--- src/design/cpr_pkg.sv ---
// cpr_pkg: shared constants, point and result types for the collinear point remover
// no dependencies; imported by every other design file
package cpr_pkg;

    localparam int FIELD_BITS = 32;
    localparam int COORD_BITS = 32;
    localparam int PROD_BITS  = 2 * COORD_BITS;
    localparam int RES_DEPTH  = 4;
    localparam int RES_PTR_W  = $clog2(RES_DEPTH);
    localparam int RES_CNT_W  = $clog2(RES_DEPTH + 1);

    typedef logic [COORD_BITS-1:0] t_coord;
    typedef logic [PROD_BITS-1:0]  t_prod;

    typedef struct packed {
        t_coord x;
        t_coord y;
    } t_point;

    typedef struct packed {
        t_coord x;
        t_coord y;
        logic   last;
        logic   too_short;
    } t_result;

    typedef struct packed {
        logic    push0;
        logic    push1;
        t_result res0;
        t_result res1;
    } t_push;

endpackage

--- src/design/cpr_ifs.sv ---


interface cpr_result_if;
    import cpr_pkg::*;

    logic                  valid;
    logic                  ready;
    logic [FIELD_BITS-1:0] out_x;
    logic [FIELD_BITS-1:0] out_y;
    logic                  out_last;
    logic                  too_short;

    modport source (output valid, output out_x, output out_y, output out_last,
                    output too_short, input ready);
    modport sink   (input valid, input out_x, input out_y, input out_last,
                    input too_short, output ready);
endinterface

--- src/design/cpr_res_fifo.sv ---
// cpr_res_fifo: small result queue taking up to two results a cycle, giving one
// depends on cpr_pkg and cpr_ifs; reports room for two more results to the core
module cpr_res_fifo (
    input  logic           i_clk,
    input  logic           i_rst_n,
    input  cpr_pkg::t_push i_push,
    output logic           o_room,
    cpr_result_if.source   o_res
);
    import cpr_pkg::*;

    t_result                r_mem [RES_DEPTH];
    logic [RES_PTR_W-1:0]   r_wr_ptr, n_wr_ptr;
    logic [RES_PTR_W-1:0]   r_rd_ptr;
    logic [RES_CNT_W-1:0]   r_count, n_count;
    logic [RES_PTR_W-1:0]   wr_ptr1;
    logic                   pop;
    t_result                head;

    assign head          = r_mem[r_rd_ptr];
    assign o_res.valid   = (r_count != '0);
    assign o_res.out_x   = FIELD_BITS'(head.x);
    assign o_res.out_y   = FIELD_BITS'(head.y);
    assign o_res.out_last  = head.last;
    assign o_res.too_short = head.too_short;
    assign pop           = o_res.valid && o_res.ready;
    assign o_room        = (r_count <= RES_CNT_W'(RES_DEPTH - 2));
    assign wr_ptr1       = r_wr_ptr + RES_PTR_W'(1);

    always_comb begin
        n_wr_ptr = r_wr_ptr + RES_PTR_W'(i_push.push0) + RES_PTR_W'(i_push.push1);
        n_count  = r_count + RES_CNT_W'(i_push.push0) + RES_CNT_W'(i_push.push1)
                   - RES_CNT_W'(pop);
    end

    always_ff @(posedge i_clk) begin
        if (!i_rst_n) begin
            r_wr_ptr <= '0;
            r_rd_ptr <= '0;
            r_count  <= '0;
        end else begin
            r_wr_ptr <= n_wr_ptr;
            r_count  <= n_count;
            if (pop) begin
                r_rd_ptr <= r_rd_ptr + RES_PTR_W'(1);
            end
        end
    end

    always_ff @(posedge i_clk) begin
        if (i_push.push0) begin
            r_mem[r_wr_ptr] <= i_push.res0;
        end
        if (i_push.push1) begin
            r_mem[wr_ptr1] <= i_push.res1;
        end
    end
endmodule
--- src/flat_wrapper.sv ---
// flat-port wrapper written by rule: the top's interface ports become plain ports
module cpr_res_fifo_flat import cpr_pkg::*;
  (i_clk, i_rst_n, i_push, o_room, o_res_valid, o_res_out_x, o_res_out_y, o_res_out_last, o_res_too_short, o_res_ready);
  cpr_result_if o_res_i ();
  input  logic i_clk;
  input  logic i_rst_n;
  input  cpr_pkg::t_push i_push;
  output logic o_room;
  output wire logic [$bits(o_res_i.valid)-1:0] o_res_valid;
  output wire logic [$bits(o_res_i.out_x)-1:0] o_res_out_x;
  output wire logic [$bits(o_res_i.out_y)-1:0] o_res_out_y;
  output wire logic [$bits(o_res_i.out_last)-1:0] o_res_out_last;
  output wire logic [$bits(o_res_i.too_short)-1:0] o_res_too_short;
  input wire logic [$bits(o_res_i.ready)-1:0] o_res_ready;
  assign o_res_valid = o_res_i.valid;
  assign o_res_out_x = o_res_i.out_x;
  assign o_res_out_y = o_res_i.out_y;
  assign o_res_out_last = o_res_i.out_last;
  assign o_res_too_short = o_res_i.too_short;
  assign o_res_i.ready = o_res_ready;
  cpr_res_fifo u_core (.i_clk(i_clk), .i_rst_n(i_rst_n), .i_push(i_push), .o_room(o_room), .o_res(o_res_i));
endmodule
--- config.mk ---
export PLATFORM = sky130hd
export DESIGN_NAME = cpr_res_fifo_flat
export DESIGN_NICKNAME = d
export VERILOG_FILES = /design/src/design/cpr_pkg.sv /design/src/design/cpr_ifs.sv /design/src/design/cpr_res_fifo.sv /design/src/flat_wrapper.sv
export SDC_FILE = /design/constraint.sdc
export NUM_CORES = 1
export LEC_CHECK = 0
export BUFFER_PORTS_ARGS = -buffer_cell sky130_fd_sc_hd__buf_4
export CORE_MARGIN = 2
export CORE_UTILIZATION = 45
export DETAILED_ROUTE_END_ITERATION = 10
export MAX_ROUTING_LAYER = met4
export PLACE_DENSITY = 0.68
export SLEW_MARGIN = 10
export SYNTH_ARGS = -nofsm -noshare
export SYNTH_HDL_FRONTEND = slang
export SYNTH_SLANG_ARGS = --single-unit
--- constraint.sdc ---
create_clock -name i_clk -period 5.4 [get_ports i_clk]
set_input_delay 0.27 -clock i_clk [delete_from_list [all_inputs] [get_ports i_clk]]
set_output_delay 0.27 -clock i_clk [all_outputs]
set_load 0.01 [all_outputs]
### Word-level counts from Yosys, hierarchy flattened

Memory sizes are Yosys's and may differ from the RTL's. A register that Yosys moved wholly into a read port is not among the register bits.
Cells that the tools add are included.

| cells by class | value |
|---|---|
| add/sub/neg operators | 7 |
| magnitude comparators | 1 |
| multiplexer cells | 6 |
| reductions and logical operators | 2 |

Operators with widths:

| operator | count |
|---|---|
| 3-bit by 1-bit adder with 3-bit output | 2 |
| 2-bit by 1-bit adder with 2-bit output | 2 |
| 2-bit by 1-bit adder with 2-bit output, second input constant | 2 |
| 1-bit two-way mux | 4 |
| 2-bit two-way mux | 2 |
| 3-bit by 2-bit <= comparator with 1-bit output, second input constant | 1 |
| 3-bit nonzero test | 1 |
| 3-bit by 1-bit subtractor with 3-bit output | 1 |
| 1-bit logical AND | 1 |

| word-level totals | value |
|---|---|
| flip-flop bits (word level) | 7 |
| memory bits (writable) | 264 |
| bits of input ports | 137 |
| output and inout bits | 68 |
| logic and storage cells | 20 |
| memories | 1 |

Memories:

| name | words | width | rd ports | clocked after memory_dff | wr ports | line | RTL |
|---|---|---|---|---|---|---|---|
| u_core.r_mem | 4 | 66 | 1 | 1 | 2 | cpr_res_fifo.sv:12 | `t_result r_mem [RES_DEPTH];` |

### Longest topological paths before layout

Gate-level depths: netlist of run 1.

| depth | value |
|---|---|
| depth in word-level cells | 4 |
| gate-level depth with buffers | 7 |
| depth with buffers taken out | 7 |

### Least setup slack after synthesis of run 1

Ideal clock, no wire load.

| timing path | value |
|---|---|
| kind | flip-flop to flip-flop |
| from | register u_core.r_wr_ptr[1] |
| to | memory u_core.r_mem[0][0] (netlist bit) (enable) |
| library setup time | 0.587 ns |
| arrival time | 5.346 ns |
| data required time | 4.813 ns |
| slack | -0.533 ns |
| stages on the path, launching flop included | 3 |
| path buffers | 1 |
| period minus slack after synthesis | 5.933 ns |
| cells stage by stage | dfxtp_1 buf_2 o31ai_1 |

RTL lines:

| element | line | RTL |
|---|---|---|
| start, declared | cpr_res_fifo.sv:13 | `logic [RES_PTR_W-1:0] r_wr_ptr, n_wr_ptr;` |
| start signal, assigned | cpr_res_fifo.sv:42 | `r_wr_ptr <= n_wr_ptr;` |
| end, declared | cpr_res_fifo.sv:12 |  |

==> qor.json, run 1 <==
{
  "via_count_of_the_first_global_routing_pass": {"value": 7763},
  "ctsHtreeMaxLevel": {"value": 1},
  "worst_vdd_ir": {"value": 0.260, "unit": "mV"},
  "detailedRoute.firstPassIterationCount": {"value": 6},
  "pleak": {"value": 5.65, "unit": "nW"},
  "yosys.area.top_type_share": {"value": 60.5, "unit": "%"},
  "antenna_cells_inserted": {"value": 0},
  "slew_headroom": {"value": 25.7, "unit": "%"},
  "area_growth_syn_to_layout": {"value": 22.1, "unit": "%"},
  "post_route_cells_drive_above_1_share": {"value": 55.4, "unit": "%"},
  "drt_wl_total": {"value": 29900, "unit": "microns"},
  "arrival": {"value": 2.88, "unit": "ns"},
  "first_pass_grt_wire_length": {"value": 46100, "unit": "microns"},
  "core_region_area": {"value": 0.0287, "unit": "sq mm"},
  "power_report.internal_total": {"value": 4.64, "unit": "mW"},
  "power_switching_share": {"value": 26.6, "unit": "%"},
  "async_reset_ff_share": {"value": 0, "unit": "%"},
  "core.rowCount": {"value": 62},
  "synth_area_leader_cell": {"value": "sky130_fd_sc_hd__edfxtp_1"},
  "worstPathRequired": {"value": 5.13, "unit": "ns"},
  "placed_cells_incl_taps": {"value": 1244},
  "power.sequential.fraction": {"value": 45.3, "unit": "%"},
  "run_status": {"value": "complete, no violations"},
  "initialDrtViolationCount": {"value": 537},
  "largest_net_degree_at_the_start_of_global_routing": {"value": 67},
  "finalHoldWorstSlack": {"value": 0.0366, "unit": "ns"},
  "cts.root.buffer_cell": {"value": "sky130_fd_sc_hd__clkbuf_16"},
  "setup_total_negative_slack": {"value": 0, "unit": "ns"},
  "category_of_the_worst_setup_path_launch_point": {"value": "flip-flop"},
  "path_class": {"value": "reg -> out"},
  "timing.final.crit_period": {"value": 3.15, "unit": "ns"},
  "grt_usage": {"value": 20.4, "unit": "%"},
  "cts-buffers-inserted": {"value": 30},
  "detail_route.wl_per_cell": {"value": 23.0, "unit": "microns"},
  "synth.area.top_cells": {"value": "sky130_fd_sc_hd__edfxtp_1, sky130_fd_sc_hd__mux2_2, sky130_fd_sc_hd__mux4_2"},
  "totalPowerFinal": {"value": 6.33, "unit": "mW"},
  "power.clock.fraction": {"value": 30.4, "unit": "%"},
  "initial_utilization": {"value": 45.6, "unit": "%"},
  "detailroute.via_count": {"value": 7131},
  "synthesis.nets": {"value": 827},
  "pwr_density_cell": {"value": 396, "unit": "mW/mm^2"},
  "synthTopCellsByCount": {"value": "sky130_fd_sc_hd__edfxtp_1, sky130_fd_sc_hd__mux2_2, sky130_fd_sc_hd__mux2_1, sky130_fd_sc_hd__mux4_2, sky130_fd_sc_hd__buf_2"},
  "synthesis.area": {"value": 0.0131, "unit": "sq mm"},
  "postSynth.topFlopCell": {"value": "sky130_fd_sc_hd__edfxtp_1"},
  "synth-seq-cells": {"value": 273},
  "average_cell_area_after_synthesis": {"value": 19.1, "unit": "sq um"},
  "top_level_ports": {"value": 205},
  "grt_overflow": {"value": 0},
  "yosys_warning_count": {"value": 0},
  "grt_antenna_before_repair": {"value": 0},
  "cp-end-kind": {"value": "primary output"},
  "clock_sinks": {"value": 273},
  "netlist-cell-type-count": {"value": 28},
  "fin_skew": {"value": 0.00524, "unit": "ns"},
  "floorplan.die.width": {"value": 175, "unit": "microns"},
  "final_cell_count_no_fill": {"value": 1299},
  "cap_violations": {"value": 0},
  "grt_setup_unrepaired": {"value": "false"},
  "sw_pwr": {"value": 1.68, "unit": "mW"},
  "max_slew_violations": {"value": 0},
  "clock_tree_from_tritoncts": {"value": "done"},
  "die_h": {"value": 175, "unit": "microns"},
  "die_area": {"value": 0.0305, "unit": "sq mm"},
  "number_of_flops_mapped_to_enable_cells_by_yosys": {"value": 264},
  "synth-seq-area-share": {"value": 61.9, "unit": "%"},
  "crit_path_max_fanout": {"value": 49},
  "hold_viol": {"value": 0},
  "detail_route.drc_violations": {"value": 0},
  "finalWeightedCongestion": {"value": 0.700},
  "worstHoldPathType": {"value": "in -> reg"},
  "detailed_place_hpwl": {"value": 18100, "unit": "microns"},
  "postSynthCellCount": {"value": 685},
  "worstSkewPairLatency": {"value": 0.54, "unit": "ns"},
  "clk_path_buf_depth": {"value": 3},
  "most_frequent_cell_after_synthesis": {"value": "sky130_fd_sc_hd__edfxtp_1"},
  "max_freq": {"value": 317, "unit": "MHz"},
  "via_per_inst": {"value": 5.49},
  "power_frac_comb": {"value": 24.3, "unit": "%"},
  "timing.final.setup_violations": {"value": 0},
  "tightestPinTransition": {"value": 1.11, "unit": "ns"},
  "cts.reportedPaths.clkPinSlew": {"value": 0.06, "unit": "ns"},
  "final_antenna_net_count": {"value": 0},
  "timing.final.crit_share": {"value": 58.4, "unit": "%"},
  "layout.nets": {"value": 1035},
  "portBuffers": {"value": 204}
}
-- flip-flops by register name, indices dropped and copies added, names as in the netlist, named ones only --
signal	cells
u_core.r_rd_ptr	2
u_core.r_wr_ptr	2
u_core.r_mem	264
u_core.r_count	3
-- path summary, 6_finish.rpt --
check	start	to	slack (ns)	cells past startpoint
hold / removal	i_push[64]	u_core.r_mem[0][64]$_DFFE_PP_	0.04	2
setup reg to reg	u_core.r_wr_ptr[0]$_SDFF_PN0_	u_core.r_mem[3][58]$_DFFE_PP_	2.80	3
hold reg to reg	u_core.r_rd_ptr[1]$_SDFFE_PN0P_	flip-flop	0.48	2
setup / recovery	flip-flop	o_res_out_last	2.25	3
-- kinds of logic (layout without fill, tap and decap cells) --
kind of cell | after synthesis | count (layout) | share of synthesized area (%)
adders and majority gates | 5 | 5 | 0.650
xor gates and xnor gates | 2 | 2 | 0.134
and+or+nand+nor | 18 | 18 | 0.803
DFF | 273 | 273 | 61.9
buffers and inverters | 48 | 278 | 1.84
AOI/OAI and AO/OA | 5 | 5 | 0.287
muxes | 334 | 334 | 34.4
-- power by group through the flow --
stage          Sequential [mW]  Combinational [mW]  Clock, mW
2_1_floorplan             2.77                1.01          0
3_3_place_gp              2.91                1.55          0
3_5_place_dp              2.92                1.56          0
4_1_cts                   2.88                1.57       1.97
5_1_grt                   2.91                1.64       2.04
6_report                  2.86                1.54       1.92
-- layout by cell type (no fill, tap or decap), drive strengths merged --
cell / n
clkbuf: 36
xnor2: 1
nor2: 2
edfxtp: 264
buf: 218
a21o: 1
nor3b: 1
mux2i: 4
bufinv: 2
clkinv: 16
and2: 5
mux4: 66
o31ai: 1
o31a: 1
nand2b: 2
dlygate4sd3: 1
o21ai: 1
o311ai: 1
nor2b: 1
nand3b: 2
nand3: 1
ha: 2
nand2: 4
xor2: 1
dfxtp: 9
mux2: 264
fa: 3
inv: 5
-- per-stage QoR --
| step | utilization, % | setup WS (ns) | area [sq um] |
|---|---|---|---|
| after floorplan | - | 1.36 | 13100 |
| after global placement | 52.4 | 2.74 | 15100 |
| after detailed placement | 52.4 | 2.71 | 15100 |
| after CTS | 55.7 | 2.11 | 16000 |
| after global routing | 55.7 | 2.01 | 16000 |
| final | 55.7 | 2.25 | 16000 |
-- repair_timing --
action / CTS / global route
hold buffers: 1 / 0
buffers inserted: 0 / 0
gates resized for setup: 0 / 0
hold endpoints to repair: 5 / 0
-- worst max-delay path: stages (launching register included) --
cell	delay, ns
sky130_fd_sc_hd__dfxtp_4	1.08
sky130_fd_sc_hd__buf_4	0.50
sky130_fd_sc_hd__mux4_2	0.59
sky130_fd_sc_hd__buf_4	0.16
-- layer usage --
layer  track usage, %  part of all wire (%)  vias to the layer above
met5                -                     0                        -
met4             3.13                   1.5                        0
met3             3.70                   6.5                       33
met2             33.3                    49                      214
met1             27.5                    43                     3651
li1                 -                     -                     3233
-- final cells by class --
| type | count | area [sq um] |
|---|---|---|
| Sequential cell | 273 | 8120 |
| Timing Repair Buffer | 219 | 1650 |
| Fill cell | 2311 | 12700 |
| Clock inverter | 18 | 128 |
| Inverter | 5 | 18.8 |
| Tap cell | 384 | 480 |
| Clock buffer | 36 | 795 |
| Multi-Input combinational cell | 364 | 4800 |
Power figures use the tool's default switching activity.
==> inputs of run 2 (changes only) <==
PLACE_DENSITY = 0.66   (was 0.68)
clock period = 3.05 ns   (was 5.4 ns; I/O delays follow)
==> run 2 against run 1 <==
- cell area rose by 13%
- largest power group unchanged
- worst hold slack improved by 0.0057 ns
- count of clock-buffer cells in the layout rose by 5
- worst setup slack got worse by 1.9 ns
- clock skew rose by 0.0013 ns
- sequential share of layout area fell by 5.9 points
- cell count rose by 16%
- combinational power rose by 110%
- highest routed layer unchanged
==> qor.json, run 2 (same netlist as run 1, synthesis figures left out) <==
{
  "timing.final.setup_violations": {"value": 0, "change": "unchanged"},
  "worstSkewPairLatency": {"value": 0.54, "unit": "ns", "change": "about the same"},
  "layout.cells.most_common": {"value": "sky130_fd_sc_hd__edfxtp_1"},
  "timing.final.crit_share": {"value": 87.8, "unit": "%"},
  "detailroute.via_count": {"value": 8127, "change": "+14%"},
  "cpLargestDelayFamily": {"value": "buffers and inverters"},
  "biggestRegsByFlops": {"value": "u_core.r_mem: 264 flops, u_core.r_count: 3 flops"},
  "grt_usage": {"value": 22.1, "unit": "%", "change": "+1.8 points"},
  "registers.top_by_ff_count": {"value": "u_core.r_mem"},
  "first_pass_grt_wire_length": {"value": 50400, "unit": "microns", "change": "+9.4%"},
  "cts_repair_resize_count": {"value": 0, "change": "unchanged"},
  "slew_headroom": {"value": 51.4, "unit": "%", "change": "+26 points"},
  "pwr_density_cell": {"value": 635, "unit": "mW/mm^2", "change": "+61%"},
  "pleak": {"value": 6.51, "unit": "nW", "change": "+15%"},
  "cts.reportedPaths.clkPinSlew": {"value": 0.06, "unit": "ns", "change": "about the same"},
  "cp-end-kind": {"value": "flip-flop"},
  "worstHoldPathType": {"value": "in -> reg"},
  "totalPowerFinal": {"value": 11.5, "unit": "mW", "change": "+82%"},
  "multi_input_comb_area": {"value": 0.00480, "unit": "sq mm", "change": "unchanged"},
  "mostFrequentLayoutCells": {"value": "sky130_fd_sc_hd__edfxtp_1, sky130_fd_sc_hd__buf_4, sky130_fd_sc_hd__dlygate4sd3_1, sky130_fd_sc_hd__mux2_2, sky130_fd_sc_hd__mux2_1"},
  "clock_tree_from_tritoncts": {"value": "done"},
  "die_h": {"value": 175, "unit": "microns", "change": "unchanged"},
  "largest_net_degree_at_the_start_of_global_routing": {"value": 67, "change": "unchanged"},
  "via_count_of_the_first_global_routing_pass": {"value": 9344, "change": "+20%"},
  "clk_path_buf_depth": {"value": 3, "change": "unchanged"},
  "crit_slowest_cell": {"value": "sky130_fd_sc_hd__dfxtp_1"},
  "core_region_area": {"value": 0.0287, "unit": "sq mm", "change": "unchanged"},
  "arrival": {"value": 2.97, "unit": "ns", "change": "+0.09 ns"},
  "placed_cells_incl_taps": {"value": 1248, "change": "+0.32%"},
  "final_antenna_net_count": {"value": 0, "change": "unchanged"},
  "filler_cell_count": {"value": 2061, "change": "-11%"},
  "grt_antenna_before_repair": {"value": 2, "change": "+2"},
  "detail_route.wl_per_cell": {"value": 21.7, "unit": "microns", "change": "-5.8%"},
  "timing.final.crit_period": {"value": 2.68, "unit": "ns"},
  "area_growth_syn_to_layout": {"value": 38.0, "unit": "%"},
  "grt_overflow": {"value": 0, "change": "unchanged"},
  "tightestPinTransition": {"value": 0.730, "unit": "ns", "change": "-0.385 ns"},
  "critical-path-max-stage-delay": {"value": 0.66, "unit": "ns", "change": "-0.42 ns"},
  "cts_setup_buffers": {"value": 0, "change": "unchanged"},
  "cp_cell_sequence": {"value": "nand3b_1 -> buf_4 -> mux2_2 -> dlygate4sd3_1"},
  "layout.nets": {"value": 1238, "change": "+20%"},
  "drt_wl_total": {"value": 32700, "unit": "microns", "change": "+9.2%"},
  "run_status": {"value": "complete, no violations"},
  "ctsHtreeMaxLevel": {"value": 1, "change": "unchanged"},
  "via_per_inst": {"value": 5.40, "change": "-1.7%"},
  "max_freq": {"value": 373, "unit": "MHz"},
  "seq_area": {"value": 0.00812, "unit": "sq mm", "change": "unchanged"},
  "path_class": {"value": "reg -> reg"},
  "critical_path.n_buffers_inverters": {"value": 2, "change": "unchanged"},
  "core.rowCount": {"value": 62, "change": "unchanged"},
  "post_route_cells_drive_above_1_share": {"value": 45.5, "unit": "%", "change": "-9.9 points"},
  "finalWeightedCongestion": {"value": 0.738, "change": "+5.5%"},
  "layout.core_utilization": {"value": 63.0, "unit": "%", "change": "+7.3 points"},
  "die_area": {"value": 0.0305, "unit": "sq mm", "change": "unchanged"},
  "floorplan.die.width": {"value": 175, "unit": "microns", "change": "unchanged"},
  "cts-buffers-inserted": {"value": 30, "change": "unchanged"},
  "category_of_the_worst_setup_path_launch_point": {"value": "flip-flop"},
  "worstPathRequired": {"value": 3.34, "unit": "ns", "change": "-1.79 ns"},
  "cts.root.buffer_cell": {"value": "sky130_fd_sc_hd__clkbuf_16"},
  "detailed_place_hpwl": {"value": 18400, "unit": "microns", "change": "+1.8%"},
  "max_slew_violations": {"value": 0, "change": "unchanged"},
  "detail_route.drc_violations": {"value": 0, "change": "unchanged"},
  "clock_sinks": {"value": 273, "change": "unchanged"},
  "cts.hold.buffers_added": {"value": 200, "change": "+199"},
  "grt_setup_unrepaired": {"value": "false"},
  "fin_skew": {"value": 0.00655, "unit": "ns", "change": "+0.00131 ns"},
  "detailedRoute.firstPassIterationCount": {"value": 5, "change": "-1"},
  "initialDrtViolationCount": {"value": 688, "change": "+28%"},
  "worst_vdd_ir": {"value": 0.448, "unit": "mV", "change": "+72%"},
  "crit_path_max_fanout": {"value": 40, "change": "-18%"},
  "portBuffers": {"value": 204, "change": "unchanged"},
  "initial_utilization": {"value": 45.6, "unit": "%", "change": "unchanged"},
  "top_level_ports": {"value": 205, "change": "unchanged"},
  "final_cell_count_no_fill": {"value": 1506, "change": "+16%"},
  "hold_viol": {"value": 0, "change": "unchanged"},
  "number_of_flip_flops_under_the_largest_register_name": {"value": 264, "change": "unchanged"},
  "cap_violations": {"value": 0, "change": "unchanged"},
  "worst-r2r-setup-slack": {"value": 0.37, "unit": "ns", "change": "-2.43 ns"}
}
run 2: changes by cell type in the layout (fill, tap and decap cells not counted), sizes merged:
cell         previous run  this run
buf                   218       222
bufinv                  2         1
clkbuf                 36        41
clkinv                 16        14
diode                   0         2
dlygate4sd3             1       200
run 2: worst paths after layout:
kind / start / endpoint / depth (start not counted)
worst max-delay path: u_core.r_wr_ptr[0]$_SDFF_PN0_ / u_core.r_mem[3][35]$_DFFE_PP_ / 4
worst min-delay path: i_push[133] / u_core.r_wr_ptr[0]$_SDFF_PN0_ / 3
worst max register to register: u_core.r_wr_ptr[0]$_SDFF_PN0_ / u_core.r_mem[3][35]$_DFFE_PP_ / 4
worst min register to register: u_core.r_rd_ptr[1]$_SDFFE_PN0P_ / flip-flop / 2
run 2: where the power goes:
part / switching [mW] / total [mW] / internal (mW) / leakage [nW]
Combinational: 1.43 / 3.20 / 1.77 / 3.52
Clock: 1.40 / 3.34 / 1.94 / 0.444
Sequential: 0.232 / 4.95 / 4.71 / 2.55
Total: 3.07 / 11.5 / 8.42 / 6.51
run 2: cell type report:
cell class	count	share of cell area, %
inverters	5	0.104
repair buffers	422	20.7
flip-flops and latches	273	44.9
clock buffers	41	4.50
multi-input cells	364	26.6
well taps	384	2.66
diodes	2	0.0277
clock inverters	15	0.519
run 2: layer usage:
metal	routed length, microns	part of all wire, %	track usage [%]	up-vias
met2	17100	52	39.9	272
met1	13100	40	26.4	4161
met3	1910	5.8	3.15	49
li1	-	-	-	3645
met5	0	0	-	-
met4	522	1.6	4.79	0
run 2: metrics by stage:
step,area [sq um],TNS (ns),hold slack [ns],setup WS (ns)
detailed placement,15200,0,0.438,0.801
CTS,18100,0,0.0144,0.393
global placement,15200,0,0.427,0.900
finish,18100,0,0.0422,0.372
floorplan,13100,-53.92,0.274,-0.817
global route,18100,0,0.0579,0.305
run 2: worst min-delay path, stage by stage:
cell and delay (ns):
sky130_fd_sc_hd__buf_4 0.11, sky130_fd_sc_hd__fa_1 0.15, sky130_fd_sc_hd__and2_1 0.13
